--- src/design/adts_pkg.sv ---
// Shared types and constants for the ADTS frame scanner.
package adts_pkg;

  localparam int OFFSET_BITS_DEF = 32;
  localparam int QUEUE_DEPTH_DEF = 2;
  localparam int OUT_OFFSET_W    = 32;

  localparam logic [7:0]  SYNC_BYTE     = 8'hFF;
  localparam logic [3:0]  SYNC_NIBBLE   = 4'hF;
  localparam logic [1:0]  LAYER_ZERO    = 2'b00;
  localparam logic [1:0]  HDR_LAST_IDX  = 2'd3;
  localparam logic [12:0] MIN_FRAME_LEN = 13'd7;
  localparam logic [12:0] HEADER_LEN    = 13'd6;

  typedef enum logic [2:0] {
    MODE_SEARCH = 3'b001,
    MODE_GATHER = 3'b010,
    MODE_SKIP   = 3'b100
  } scan_mode_e;

  typedef struct packed {
    logic [7:0] data_byte;
    logic       last_byte;
  } in_item_t;

  typedef struct packed {
    logic [31:0] header_offset;
    logic        mpeg_id;
    logic        no_crc;
    logic [1:0]  profile;
    logic [3:0]  rate_index;
    logic        private_flag;
    logic [2:0]  channel_config;
    logic        original_flag;
    logic        home_flag;
    logic [1:0]  copyright_bits;
    logic [12:0] frame_length;
    logic        short_frame;
  } out_item_t;

  // Raw header event: offset of the sync, header bytes 1..4, and byte 5.
  typedef struct packed {
    logic [OUT_OFFSET_W-1:0] offset;
    logic [31:0]             hdr;
    logic [7:0]              last_hdr_byte;
  } hdr_evt_t;

endpackage

--- src/design/adts_frame_scanner.sv ---
// Top level of the ADTS frame scanner: scanner front end, event queue, output stage.
//
// The scanner takes one audio byte per cycle while in_stall_o is low and reports each ADTS
// header it finds: a 0xFF byte followed by a byte with high nibble 0xF and zero layer bits
// starts a header, bytes 2 to 5 are gathered, and with byte 5 one item leaves carrying the
// stream offset of the 0xFF byte and the decoded fields. The frame body (frame_length minus
// 6 bytes) is then skipped and search resumes; a frame_length below 7 is flagged through
// short_frame and search resumes right after byte 5. A byte marked last_byte is fully
// processed, any header it completes is still reported, and the scanner then returns to its
// reset state with the offset counter back at zero. The offset counter is OFFSET_BITS wide
// and wraps; header_offset carries its low 32 bits. Throughput is one byte per cycle while
// in_stall_o is low: the byte path is a compare, capture or decrement in the front end.
// Headers pass through a QUEUE_DEPTH-entry queue into the output register: each result is
// written into the queue with its fifth header byte, then loaded into the output register
// and presented there until accepted. in_stall_o rises only while that queue is full;
// for QUEUE_DEPTH above one, that takes an output stall that lets results pile up.
module adts_frame_scanner
  import adts_pkg::*;
#(
  parameter int OFFSET_BITS = OFFSET_BITS_DEF,
  parameter int QUEUE_DEPTH = QUEUE_DEPTH_DEF
) (
  input  logic      clk_i,
  input  logic      rst_ni,
  input  logic      in_valid_i,
  output logic      in_stall_o,
  input  in_item_t  in_item_i,
  output logic      out_valid_o,
  input  logic      out_stall_i,
  output out_item_t out_item_o
);

  logic     push;
  logic     queue_full;
  hdr_evt_t front_evt;
  logic     pop;
  logic     head_valid;
  hdr_evt_t head_evt;

  // Scanner: classify each byte and raise a header event with the fifth header byte.
  adts_scan_front #(
    .OFFSET_BITS(OFFSET_BITS)
  ) u_front (
    .clk_i        (clk_i),
    .rst_ni       (rst_ni),
    .in_valid_i   (in_valid_i),
    .in_stall_o   (in_stall_o),
    .in_item_i    (in_item_i),
    .queue_full_i (queue_full),
    .push_o       (push),
    .evt_o        (front_evt)
  );

  // Decouple the scanner from output back-pressure.
  adts_evt_queue #(
    .DEPTH(QUEUE_DEPTH)
  ) u_queue (
    .clk_i   (clk_i),
    .rst_ni  (rst_ni),
    .push_i  (push),
    .data_i  (front_evt),
    .full_o  (queue_full),
    .pop_i   (pop),
    .valid_o (head_valid),
    .data_o  (head_evt)
  );

  // Decode header bytes into fields and drive the result channel.
  adts_out_stage u_back (
    .clk_i        (clk_i),
    .rst_ni       (rst_ni),
    .head_valid_i (head_valid),
    .head_i       (head_evt),
    .pop_o        (pop),
    .out_valid_o  (out_valid_o),
    .out_stall_i  (out_stall_i),
    .out_item_o   (out_item_o)
  );

endmodule

--- src/design/adts_scan_front.sv ---
// Front end: byte scanner that finds ADTS syncs, gathers headers and skips frame bodies.
module adts_scan_front
  import adts_pkg::*;
#(
  parameter int OFFSET_BITS = OFFSET_BITS_DEF
) (
  input  logic     clk_i,
  input  logic     rst_ni,
  input  logic     in_valid_i,
  output logic     in_stall_o,
  input  in_item_t in_item_i,
  input  logic     queue_full_i,
  output logic     push_o,
  output hdr_evt_t evt_o
);

  localparam int CopyBits = (OFFSET_BITS < OUT_OFFSET_W) ? OFFSET_BITS : OUT_OFFSET_W;

  scan_mode_e             mode_q, mode_d;
  logic                   prev_ff_q, prev_ff_d;
  logic [1:0]             hidx_q, hidx_d;
  logic [31:0]            hdr_q, hdr_d;
  logic [12:0]            skip_q, skip_d;
  logic [OFFSET_BITS-1:0] cnt_q, cnt_d;
  logic [OFFSET_BITS-1:0] start_q, start_d;

  logic        accept;
  logic [7:0]  b;
  logic [12:0] frame_len;
  logic [12:0] skip_dec;

  assign in_stall_o = queue_full_i;
  assign accept     = in_valid_i && !in_stall_o;
  assign b          = in_item_i.data_byte;
  assign frame_len  = {hdr_q[9:8], hdr_q[7:0], b[7:5]};
  assign skip_dec   = (skip_q != 13'd0) ? (skip_q - 13'd1) : skip_q;

  assign evt_o.offset        = OUT_OFFSET_W'(start_q[CopyBits-1:0]);
  assign evt_o.hdr           = hdr_q;
  assign evt_o.last_hdr_byte = b;

  always_comb begin
    mode_d    = mode_q;
    prev_ff_d = prev_ff_q;
    hidx_d    = hidx_q;
    hdr_d     = hdr_q;
    skip_d    = skip_q;
    cnt_d     = cnt_q;
    start_d   = start_q;
    push_o    = 1'b0;
    if (accept) begin
      case (mode_q)
        MODE_GATHER: begin
          if (hidx_q == HDR_LAST_IDX) begin
            push_o    = 1'b1;
            prev_ff_d = 1'b0;
            hidx_d    = 2'd0;
            if (frame_len < MIN_FRAME_LEN) begin
              mode_d = MODE_SEARCH;
              skip_d = 13'd0;
            end else begin
              mode_d = MODE_SKIP;
              skip_d = frame_len - HEADER_LEN;
            end
          end else begin
            hdr_d  = {hdr_q[23:0], b};
            hidx_d = hidx_q + 2'd1;
          end
        end
        MODE_SKIP: begin
          skip_d = skip_dec;
          if (skip_dec == 13'd0) begin
            mode_d    = MODE_SEARCH;
            prev_ff_d = 1'b0;
          end
        end
        default: begin
          mode_d = MODE_SEARCH;
          if (prev_ff_q && (b[7:4] == SYNC_NIBBLE) && (b[2:1] == LAYER_ZERO)) begin
            mode_d    = MODE_GATHER;
            start_d   = cnt_q - OFFSET_BITS'(1);
            hdr_d     = {24'd0, b};
            hidx_d    = 2'd0;
            prev_ff_d = 1'b0;
          end else begin
            prev_ff_d = (b == SYNC_BYTE);
          end
        end
      endcase
      cnt_d = cnt_q + OFFSET_BITS'(1);
      if (in_item_i.last_byte) begin
        mode_d    = MODE_SEARCH;
        prev_ff_d = 1'b0;
        hidx_d    = 2'd0;
        skip_d    = 13'd0;
        cnt_d     = '0;
      end
    end
  end

  always_ff @(posedge clk_i or negedge rst_ni) begin
    if (!rst_ni) begin
      mode_q    <= MODE_SEARCH;
      prev_ff_q <= 1'b0;
      hidx_q    <= 2'd0;
      skip_q    <= 13'd0;
      cnt_q     <= '0;
    end else begin
      mode_q    <= mode_d;
      prev_ff_q <= prev_ff_d;
      hidx_q    <= hidx_d;
      skip_q    <= skip_d;
      cnt_q     <= cnt_d;
    end
  end

  always_ff @(posedge clk_i) begin
    hdr_q   <= hdr_d;
    start_q <= start_d;
  end

`ifndef ASSERT_OFF
  a_skip_nonzero: assert property (@(posedge clk_i) disable iff (!rst_ni)
    (mode_q == MODE_SKIP) |-> (skip_q != 13'd0))
    else $error("skip mode with nothing left to skip");
  a_last_resets: assert property (@(posedge clk_i) disable iff (!rst_ni)
    (accept && in_item_i.last_byte) |=> ((mode_q == MODE_SEARCH) && (cnt_q == '0)))
    else $error("scanner not back to reset after final byte");
  a_push_on_header_end: assert property (@(posedge clk_i) disable iff (!rst_ni)
    push_o |=> ((mode_q == MODE_SKIP) || (mode_q == MODE_SEARCH)))
    else $error("scanner stayed in gather after emitting a header");
`endif

endmodule

--- src/design/adts_evt_queue.sv ---
// Short queue of header events between the scanner and the output stage.
module adts_evt_queue
  import adts_pkg::*;
#(
  parameter int DEPTH = QUEUE_DEPTH_DEF
) (
  input  logic     clk_i,
  input  logic     rst_ni,
  input  logic     push_i,
  input  hdr_evt_t data_i,
  output logic     full_o,
  input  logic     pop_i,
  output logic     valid_o,
  output hdr_evt_t data_o
);

  localparam int PtrW = (DEPTH > 1) ? $clog2(DEPTH) : 1;
  localparam int CntW = $clog2(DEPTH + 1);

  hdr_evt_t            slots_q [DEPTH];
  logic [PtrW-1:0]     wr_q, rd_q;
  logic [CntW-1:0]     cnt_q;

  assign full_o  = (cnt_q == CntW'(DEPTH));
  assign valid_o = (cnt_q != '0);
  assign data_o  = slots_q[rd_q];

  always_ff @(posedge clk_i) begin
    if (push_i) begin
      slots_q[wr_q] <= data_i;
    end
  end

  always_ff @(posedge clk_i or negedge rst_ni) begin
    if (!rst_ni) begin
      wr_q  <= '0;
      rd_q  <= '0;
      cnt_q <= '0;
    end else begin
      if (push_i) begin
        wr_q <= (wr_q == PtrW'(DEPTH - 1)) ? '0 : wr_q + PtrW'(1);
      end
      if (pop_i) begin
        rd_q <= (rd_q == PtrW'(DEPTH - 1)) ? '0 : rd_q + PtrW'(1);
      end
      if (push_i && !pop_i) begin
        cnt_q <= cnt_q + CntW'(1);
      end else if (pop_i && !push_i) begin
        cnt_q <= cnt_q - CntW'(1);
      end
    end
  end

`ifndef ASSERT_OFF
  a_no_overflow: assert property (@(posedge clk_i) disable iff (!rst_ni)
    push_i |-> !full_o)
    else $error("header event pushed into a full queue");
  a_no_underflow: assert property (@(posedge clk_i) disable iff (!rst_ni)
    pop_i |-> valid_o)
    else $error("header event popped from an empty queue");
`endif

endmodule

--- src/design/adts_out_stage.sv ---
// Back end: decode header events into result fields and hold them in the output register.
module adts_out_stage
  import adts_pkg::*;
(
  input  logic      clk_i,
  input  logic      rst_ni,
  input  logic      head_valid_i,
  input  hdr_evt_t  head_i,
  output logic      pop_o,
  output logic      out_valid_o,
  input  logic      out_stall_i,
  output out_item_t out_item_o
);

  logic      out_valid_q;
  out_item_t out_q, out_d;
  logic [7:0] b1, b2, b3, b4, b5;
  logic [12:0] len;

  assign b1  = head_i.hdr[31:24];
  assign b2  = head_i.hdr[23:16];
  assign b3  = head_i.hdr[15:8];
  assign b4  = head_i.hdr[7:0];
  assign b5  = head_i.last_hdr_byte;
  assign len = {b3[1:0], b4, b5[7:5]};

  always_comb begin
    out_d.header_offset     = head_i.offset;
    out_d.mpeg_id           = b1[3];
    out_d.no_crc            = b1[0];
    out_d.profile           = b2[7:6];
    out_d.rate_index        = b2[5:2];
    out_d.private_flag      = b2[1];
    out_d.channel_config    = {b2[0], b3[7:6]};
    out_d.original_flag     = b3[5];
    out_d.home_flag         = b3[4];
    out_d.copyright_bits    = b3[3:2];
    out_d.frame_length      = len;
    out_d.short_frame       = (len < MIN_FRAME_LEN);
  end

  // Load a new item whenever the register is empty or being drained.
  assign pop_o       = head_valid_i && (!out_valid_q || !out_stall_i);
  assign out_valid_o = out_valid_q;
  assign out_item_o  = out_q;

  always_ff @(posedge clk_i or negedge rst_ni) begin
    if (!rst_ni) begin
      out_valid_q <= 1'b0;
    end else if (!out_valid_q || !out_stall_i) begin
      out_valid_q <= head_valid_i;
    end
  end

  always_ff @(posedge clk_i) begin
    if (pop_o) begin
      out_q <= out_d;
    end
  end

`ifndef ASSERT_OFF
  a_short_flag: assert property (@(posedge clk_i) disable iff (!rst_ni)
    out_valid_q |-> (out_q.short_frame == (out_q.frame_length < MIN_FRAME_LEN)))
    else $error("short_frame flag disagrees with frame_length");
`endif

endmodule
--- config.mk ---
export PLATFORM = sky130hd
export DESIGN_NAME = adts_frame_scanner
export DESIGN_NICKNAME = d
export VERILOG_FILES = /design/src/design/adts_pkg.sv /design/src/design/adts_frame_scanner.sv /design/src/design/adts_scan_front.sv /design/src/design/adts_evt_queue.sv /design/src/design/adts_out_stage.sv
export SDC_FILE = /design/constraint.sdc
export NUM_CORES = 1
export LEC_CHECK = 0
export BUFFER_PORTS_ARGS = -buffer_cell sky130_fd_sc_hd__buf_4
export CAP_MARGIN = 30
export CORE_ASPECT_RATIO = 1.5
export CORE_MARGIN = 4
export CORE_UTILIZATION = 60
export CTS_CLUSTER_DIAMETER = 60
export CTS_CLUSTER_SIZE = 16
export DETAILED_ROUTE_END_ITERATION = 8
export GPL_TIMING_DRIVEN = 0
export PLACE_DENSITY_LB_ADDON = 0.3
export SKIP_CTS_REPAIR_TIMING = 1
export SLEW_MARGIN = 20
export SYNTH_ARGS = -nofsm -noshare
export SYNTH_HDL_FRONTEND = slang
export SYNTH_SLANG_ARGS = --single-unit
export TNS_END_PERCENT = 5
--- constraint.sdc ---
create_clock -name clk_i -period 11.2 [get_ports clk_i]
set_input_delay 0.56 -clock clk_i [delete_from_list [all_inputs] [get_ports clk_i]]
set_output_delay 0.56 -clock clk_i [all_outputs]
set_load 0.02 [all_outputs]
==> impl_metrics.sql, run 1 <==
INSERT INTO impl_metrics (metric_group, metric, value, unit) VALUES
('run_status', 'run_status', 'completed', ''),
('finish', 'area_growth', '14.09', '%'),
('clock_network', 'insertion_delay', '0.50', 'ns'),
('run', 'drv.max_cap_violation_count', '0', ''),
('worst_setup_path', 'startpoint', 'u_front.skip_q[4]$_DFFE_PN0P_', ''),
('yosys', 'ys_dominant_reg_cell', 'edfxtp_1', ''),
('clock_network', 'cts-buffers-inserted', '22', ''),
('worst_setup_path', 'endpoint_kind', 'flop', ''),
('placed_design', 'dpl-instance-area', '0.01324', 'mm^2'),
('yosys', 'syn-cell-area', '0.01217', 'mm^2'),
('floorplan', 'die_area', '0.02267', 'mm^2'),
('pwr', 'power.internal', '2157', 'uW'),
('yosys', 'post-synth-top-area-fraction', '59.72', '%'),
('pwr', 'power.share.switching', '30.24', '%'),
('floorplan', 'coreArea', '0.01986', 'mm^2'),
('yosys', 'yosysUniqueCellTypes', '62', ''),
('pwr', 'cellLeakagePower', '0.005129', 'uW'),
('worst_setup_path', 'r2r_cells', '7', ''),
('finish', 'highest_count_cells_in_the_layout_ignoring_fill_and_taps', 'edfxtp_1 (242), buf_4 (80), mux2_2 (64), nor2_1 (63), dfrtp_1 (55)', ''),
('yosys', 'post_synth_main_area_contributors', 'edfxtp_1 (60%), dfrtp_1 (11%), mux2_2 (5.9%)', ''),
('grt', 'grt_antenna_before_repair', '0', ''),
('routing', 'routed_via_density', '5.701', ''),
('placed_design', 'dpl.cell_count', '1151', ''),
('clock_network', 'htreeDepth', '1', ''),
('placed_design', 'port-buffer-count', '76', ''),
('finish', 'mostFrequentLayoutCell', 'edfxtp_1', ''),
('yosys', 'ys_seq_area_share', '71.24', '%'),
('floorplan', 'row_count', '63', ''),
('grt', 'vias_in_the_first_global_route', '6984', ''),
('routing', 'finalWirelength', '21.96', 'mm'),
('finish', 'insertedDiodeCount', '0', ''),
('floorplan', 'die-width', '124.3', 'um'),
('worst_setup_path', 'reg2reg_setup_slack', '8.01', 'ns'),
('pwr', 'switchingPower', '935.0', 'uW'),
('worst_hold_path', 'min-delay-path-class', 'in -> async', ''),
('clock_network', 'cts_root_buf', 'clkbuf_16', ''),
('yosys', 'netlist_instances', '802', ''),
('sta', 'tightestPinTransition', '0.9803', 'ns'),
('worst_setup_path', 'criticalPathCategory', 'reg -> reg', ''),
('floorplan', 'starting_density_of_the_core', '61.26', '%'),
('finish', 'instances_no_fill', '1191', ''),
('clock_network', 'ctsLongestPathBuffers', '3', ''),
('pwr', 'worst_ir_drop_vdd', '0.1916', 'mV'),
('clock_network', 'tritoncts', 'built', ''),
('worst_setup_path', 'worst_r2r_src', 'u_front.skip_q[4]$_DFFE_PN0P_', ''),
('floorplan', 'die-height', '182.4', 'um'),
('sta', 'grt_setup_unrepaired', 'false', ''),
('sta', 'post_route_skew', '0.006816', 'ns'),
('routing', 'drt_pass1_iterations', '5', ''),
('sta', 'totalNegativeSetupSlack', '0', 'ns'),
('grt', 'overflow', '0', ''),
('worst_setup_path', 'regToRegEndpoint', 'u_front.mode_q[0]$_DFFE_PN1P_', ''),
('yosys', 'ys_async_sr_fraction', '18.79', '%'),
('grt', 'grt_util_overall', '19.48', '%'),
('sta', 'max_slew_margin', '34.04', '%'),
('pwr', 'pwr-share-comb', '28.9', '%'),
('finish', 'drive_gt1_share', '22.88', '%'),
('routing', 'avgRoutedWirePerCell', '18.44', 'um'),
('worst_setup_path', 'critPathArrivalTime', '3.63', 'ns'),
('clock_network', 'clkSinkCount', '298', ''),
('routing', 'ant_nets', '0', ''),
('sta', 'post-route-min-period', '3.195', 'ns'),
('sta', 'final_setup_violation_count', '0', ''),
('clock_network', 'clock_slew_at_the_register_clock_pins_of_the_worst_setup_and_hold_paths', '0.07', 'ns'),
('sta', 'number_of_hold_violations_in_the_final_report', '0', ''),
('yosys', 'syn-num-nets', '822', ''),
('sta', 'period_share', '28.53', '%'),
('yosys', 'yosysWarnings', '0', ''),
('pwr', 'total_power_divided_by_cell_area', '222.7', 'mW/mm^2'),
('worst_setup_path', 'cp-start-kind', 'flop', ''),
('routing', 'vias', '6790', '');
==> cell families (layout without fill, tap and decap cells) <==
family                   after synthesis  in the layout  share of synthesized area, %
flip-flops                           298            298                         71.24
AND/OR/NAND/NOR                      249            249                         11.39
adder cells (fa/ha/maj)                8              8                        0.8019
AO/OA/AOI/OAI                         64             64                         3.496
multiplexers                          67             67                         6.169
buffers and inverters                 44            173                         1.717
XOR/XNOR                              72             72                         5.182
==> synth_stat cells, drive strengths merged, types with 2 or more instances <==
master and n:
edfxtp 242, mux2 64, nor2 64, dfrtp 55, xor2 43, nand2 38
xnor2 29, and2 24, nor3 21, clkbuf 19, nor4 18, nand3 17
buf 15, o21ai 14, a21oi 13, nand4 13, o22ai 11, inv 10
or3 10, a22o 9, nor3b 9, ha 7, nand2b 7, and3 6
or4 5, o31ai 4, or2 4, and4 3, mux2i 3, a31oi 2
nand4b 2, nor2b 2, nor4b 2, o21a 2
==> sequential cells by signal, indices dropped and copies added, names as in the netlist, 2 cells and up <==
signal	count
u_front.hidx_q	2
u_front.skip_q	13
u_front.hdr_q	26
u_queue.slots_q	122
u_front.start_q	32
u_front.mode_q	3
u_back.out_item_o	62
u_front.cnt_q	32
u_queue.cnt_q	2
==> layout make-up <==
type | count | area (um^2)
multi-input cells | 460 | 3312
clock buffers | 39 | 635.6
repair buffers | 89 | 720.7
inverters | 10 | 40.04
well taps | 260 | 325.3
plain buffers | 34 | 171.4
clock inverters | 1 | 8.758
fillers | 1354 | 5981
flip-flops and latches | 298 | 8670
==> metal layers <==
metal  share of wire [%]  GRT usage (%)  up-vias  wire (um)
li1                    -              -     3217          -
met1                  38          23.07     3344       8381
met2                  54          35.79      168      11830
met3                 4.5          2.899       61        985
met4                 3.5          7.503        0        758
met5                   0              0        -          0
==> worst max-delay path, cell delays in order (launching register included) <==
cell and delay (ns):
dfrtp_1 0.36, clkbuf_1 0.22, nor4_2 0.56, nand4_1 0.49, nor3_1 0.31, o22ai_1 0.11
nor4_1 0.78, a221o_1 0.29
==> worst max-delay path by stage <==
stage	cells after the start	slack, ns	end
global placement	6	4.18	u_front.start_q[20]$_DFFE_PP_
floorplan	5	5.97	u_front.start_q[0]$_DFFE_PP_
CTS	5	8.02	u_back.out_item_o[44]$_DFFE_PP_
finish	7	8.01	u_front.mode_q[0]$_DFFE_PN1P_
global route	7	7.75	u_front.mode_q[2]$_DFFE_PN0P_
detailed placement	9	7.70	u_front.start_q[21]$_DFFE_PP_
==> power by group through the flow <==
| stage | registers (uW) | clock network (uW) | logic, uW |
|---|---|---|---|
| floorplan | 1590 | 0 | 500 |
| global placement | 1490 | 0 | 867 |
| detailed placement | 1490 | 0 | 901 |
| CTS | 1460 | 750 | 906 |
| global route | 1480 | 794 | 969 |
| finish | 1460 | 736 | 893 |
==> stage by stage <==
| stage | util (%) | power [uW] | setup slack, ns |
|---|---|---|---|
| 2_1_floorplan | - | 2085 | 5.971 |
| 3_3_place_gp | 65.77 | 2357 | 4.178 |
| 3_5_place_dp | 66.65 | 2388 | 7.700 |
| 4_1_cts | 69.89 | 3119 | 8.023 |
| 5_1_grt | 69.89 | 3242 | 7.747 |
| 6_report | 69.89 | 3092 | 8.005 |
No activity file was read; power rests on OpenSTA's default activity.
==> run 2: changes to the inputs <==
- ABC_AREA: default -> 1
- clock period: 11.2 -> 2.95 ns (I/O delays scaled with it)
==> run 2 against run 1 <==
Via count rose by 25%. Cell area rose by 3.7%. First-iteration DRC count rose by 36%. Power rose to 4.0 times the previous value. Utilization rose by 0.35 points. Flip-flop and latch count did not move. Clock power rose to 3.8 times the previous value. Critical path depth did not move. Worst setup slack got worse by 7.7 ns. Synthesized cell count rose by 41%. Sequential share of layout area fell by 2.2 points. Die area rose by 3.0%. Critical path type unchanged.
==> impl_metrics.sql, run 2 <==
INSERT INTO impl_metrics (metric_group, metric, value, unit) VALUES
('sta', 'post-route-min-period', '2.688', 'ns'),
('finish', 'registers.top_by_ff_count', 'u_queue.slots_q', ''),
('sta', 'post_route_skew', '0.01137', 'ns'),
('pwr', 'total_power', '12330', 'uW'),
('yosys', 'ys_seq_area_share', '69.05', '%'),
('placed_design', 'post-dp-hpwl', '18.50', 'mm'),
('clock_network', 'clkSinkCount', '298', ''),
('finish', 'instances_no_fill', '1529', ''),
('run', 'drv.max_cap_violation_count', '0', ''),
('yosys', 'post-synth-top-area-fraction', '57.88', '%'),
('routing', 'ant_nets', '0', ''),
('routing', 'finalWirelength', '26.35', 'mm'),
('placed_design', 'preCtsSetupSlack', '0.1378', 'ns'),
('clock_network', 'cts_root_buf', 'clkbuf_16', ''),
('routing', 'avgRoutedWirePerCell', '17.23', 'um'),
('placed_design', 'dpl-instance-area', '0.01363', 'mm^2'),
('pwr', 'total_power_divided_by_cell_area', '856.6', 'mW/mm^2'),
('floorplan', 'die_area', '0.02335', 'mm^2'),
('worst_setup_path', 'endpoint_kind', 'flop', ''),
('finish', 'drive_gt1_share', '13.91', '%'),
('sta', 'number_of_hold_violations_in_the_final_report', '0', ''),
('yosys', 'number_of_enable_type_register_cells_in_the_synthesized_netlist', '242', ''),
('floorplan', 'die-width', '126.1', 'um'),
('clock_network', 'htreeDepth', '1', ''),
('yosys', 'yosys_register_bits', '298', ''),
('placed_design', 'place_congestion', '0.8976', ''),
('grt', 'grt_antenna_before_repair', '0', ''),
('clock_network', 'cts-buffers-inserted', '22', ''),
('finish', 'mostFrequentLayoutCell', 'nand2_1', ''),
('yosys', 'synth_area_leader_cell', 'edfxtp_1', ''),
('sta', 'grt_setup_unrepaired', 'false', ''),
('placed_design', 'dpl.cell_count', '1477', ''),
('pwr', 'worst_ir_drop_vdd', '0.4540', 'mV'),
('sta', 'fmaxAchievable', '0.3721', 'GHz'),
('run_status', 'run_status', 'completed', ''),
('yosys', 'ys_async_sr_fraction', '18.79', '%'),
('finish', 'insertedDiodeCount', '0', ''),
('yosys', 'synth_common_cells', 'nand2_1 (314), edfxtp_1 (242), nor2_1 (111)', ''),
('sta', 'maxSlewViolCount', '0', ''),
('yosys', 'yosysWarnings', '0', ''),
('worst_setup_path', 'critPathArrivalTime', '2.90', 'ns'),
('yosys', 'netlist_instances', '1130', ''),
('worst_hold_path', 'min-delay-path-class', 'in -> async', ''),
('worst_setup_path', 'cp_data_required_time', '3.16', 'ns'),
('floorplan', 'row_count', '64', ''),
('floorplan', 'starting_density_of_the_core', '61.25', '%'),
('routing', 'vias', '8459', ''),
('finish', 'area_growth', '14.68', '%'),
('worst_setup_path', 'criticalPathCategory', 'reg -> reg', ''),
('yosys', 'syn-cell-area', '0.01256', 'mm^2'),
('yosys', 'syn-num-nets', '1150', ''),
('yosys', 'synth.avg_cell_area', '11.11', 'um^2'),
('sta', 'final_setup_violation_count', '0', ''),
('routing', 'routed_via_density', '5.532', ''),
('placed_design', 'port-buffer-count', '76', ''),
('grt', 'grt_max_degree', '57', ''),
('sta', 'max_slew_margin', '46.39', '%'),
('finish', 'finalCoreUtilization', '70.24', '%'),
('routing', 'detailedRoute.firstIterationViolations', '617', ''),
('clock_network', 'tritoncts', 'built', ''),
('worst_setup_path', 'cp-start-kind', 'flop', ''),
('grt', 'grt_util_overall', '22.40', '%'),
('finish', 'highest_count_cells_in_the_layout_ignoring_fill_and_taps', 'nand2_1 (314), edfxtp_1 (242), nor2_1 (108), inv_1 (94), buf_4 (78)', ''),
('grt', 'vias_in_the_first_global_route', '8502', ''),
('routing', 'route.detailed.drc', '0', ''),
('floorplan', 'coreArea', '0.02050', 'mm^2'),
('finish', 'finalNetCount', '1269', ''),
('sta', 'period_share', '91.10', '%'),
('sta', 'tightestPinTransition', '0.8041', 'ns'),
('worst_setup_path', 'path_max_fanout', '26', ''),
('floorplan', 'die-height', '185.2', 'um'),
('yosys', 'ys_dominant_reg_cell', 'edfxtp_1', ''),
('grt', 'global_route_wire_length_before_repair', '41.54', 'mm'),
('clock_network', 'clock_slew_at_the_register_clock_pins_of_the_worst_setup_and_hold_paths', '0.07', 'ns'),
('clock_network', 'ctsLongestPathBuffers', '3', ''),
('finish', 'layout_cell_area_excl_fill', '0.01440', 'mm^2'),
('finish', 'largest_reg_flops', '122', ''),
('grt', 'overflow', '0', ''),
('floorplan', 'ios', '77', ''),
('yosys', 'yosysUniqueCellTypes', '44', ''),
('routing', 'drt_pass1_iterations', '8', ''),
('yosys', 'post_synth_main_area_contributors', 'edfxtp_1 (58%), dfrtp_1 (11%), nand2_1 (9.4%)', ''),
('pwr', 'cellLeakagePower', '0.005831', 'uW'),
('clock_network', 'insertion_delay', '0.52', 'ns'),
('sta', 'final.setup.worst_slack', '0.2624', 'ns'),
('yosys', 'synthMostInstantiatedCell', 'nand2_1', '');
## run 2: cell types whose count changed after synthesis, moves of 10 or more
cell / before / now
xor2_1: 43 / 30
o21ai_0: 13 / 52
nand2_1: 38 / 314
nor2_1: 64 / 111
mux2_2: 64 / 0
xnor2_1: 29 / 3
nand3_1: 17 / 50
nor2_2: 0 / 10
nor2_4: 0 / 10
inv_1: 10 / 95
and2_1: 24 / 0
## run 2: metal layers
| metal | track usage, % | routed length (um) | share of wire (%) | vias up |
|---|---|---|---|---|
| met5 | 0 | 0 | 0 | - |
| met4 | 10.61 | 1219 | 4.6 | 0 |
| li1 | - | - | - | 4022 |
| met1 | 25.32 | 9629 | 37 | 4053 |
| met3 | 2.366 | 1276 | 4.8 | 84 |
| met2 | 42.21 | 14220 | 54 | 300 |
## run 2: report_power, final
group | leakage, uW | internal [uW] | switching [uW]
registers | 0.00294 | 5380 | 279
logic | 0.00259 | 1290 | 2590
clock network | 0.000306 | 1460 | 1340
## run 2: stage by stage
step / setup TNS, ns / hold slack, ns
detailed placement: 0 / 0.2823
global placement: -218.66 / 0.2740
global route: 0 / 0.3307
finish: 0 / 0.2472
floorplan: -42.26 / -0.1481
CTS: 0 / -0.2683
## run 2: kinds of logic after synthesis
logic type	Yosys count	share of synthesized area [%]
and+or+nand+nor	557	19.34
adders and majority gates	7	0.6975
buffers and inverters	137	4.365
AOI/OAI and AO/OA	98	4.245
DFF	298	69.05
xor gates and xnor gates	33	2.302
## run 2: worst paths after layout
path                                               startpoint  cells past startpoint                               end  slack [ns]
worst max-delay path             u_queue.cnt_q[1]$_DFFE_PN0P_                      7  u_queue.slots_q[0][49]$_DFFE_PP_        0.26
worst min-delay path                                   rst_ni                      2      u_front.cnt_q[7]$_DFFE_PN0P_        0.25
worst max register to register   u_queue.cnt_q[1]$_DFFE_PN0P_                      7  u_queue.slots_q[0][49]$_DFFE_PP_        0.26
worst min register to register  u_front.start_q[10]$_DFFE_PP_                      0  u_queue.slots_q[1][50]$_DFFE_PP_        0.45
max in group asynchronous                              rst_ni                      2     u_front.skip_q[9]$_DFFE_PN0P_        2.16
min in group clk_i                                 in_valid_i                      5     u_front.cnt_q[21]$_DFFE_PN0P_        0.35
## run 2: cell type report
class | instances | area [um^2]
clock buffers | 39 | 635.6
well taps | 264 | 330.3
repair buffers | 95 | 822.0
flip-flops and latches | 298 | 8670
clock inverters | 1 | 8.758
fillers | 1403 | 6101
plain buffers | 34 | 161.4
inverters | 103 | 389.1
multi-input cells | 695 | 3382
## run 2: critical path, stage by stage (launching register included)
cell and delay [ns]:
dfrtp_1 0.38, inv_1 0.13, o21ai_1 0.11, inv_1 0.19
clkbuf_1 0.51, nand2_1 0.30, nor2_4 0.49, buf_12 0.27
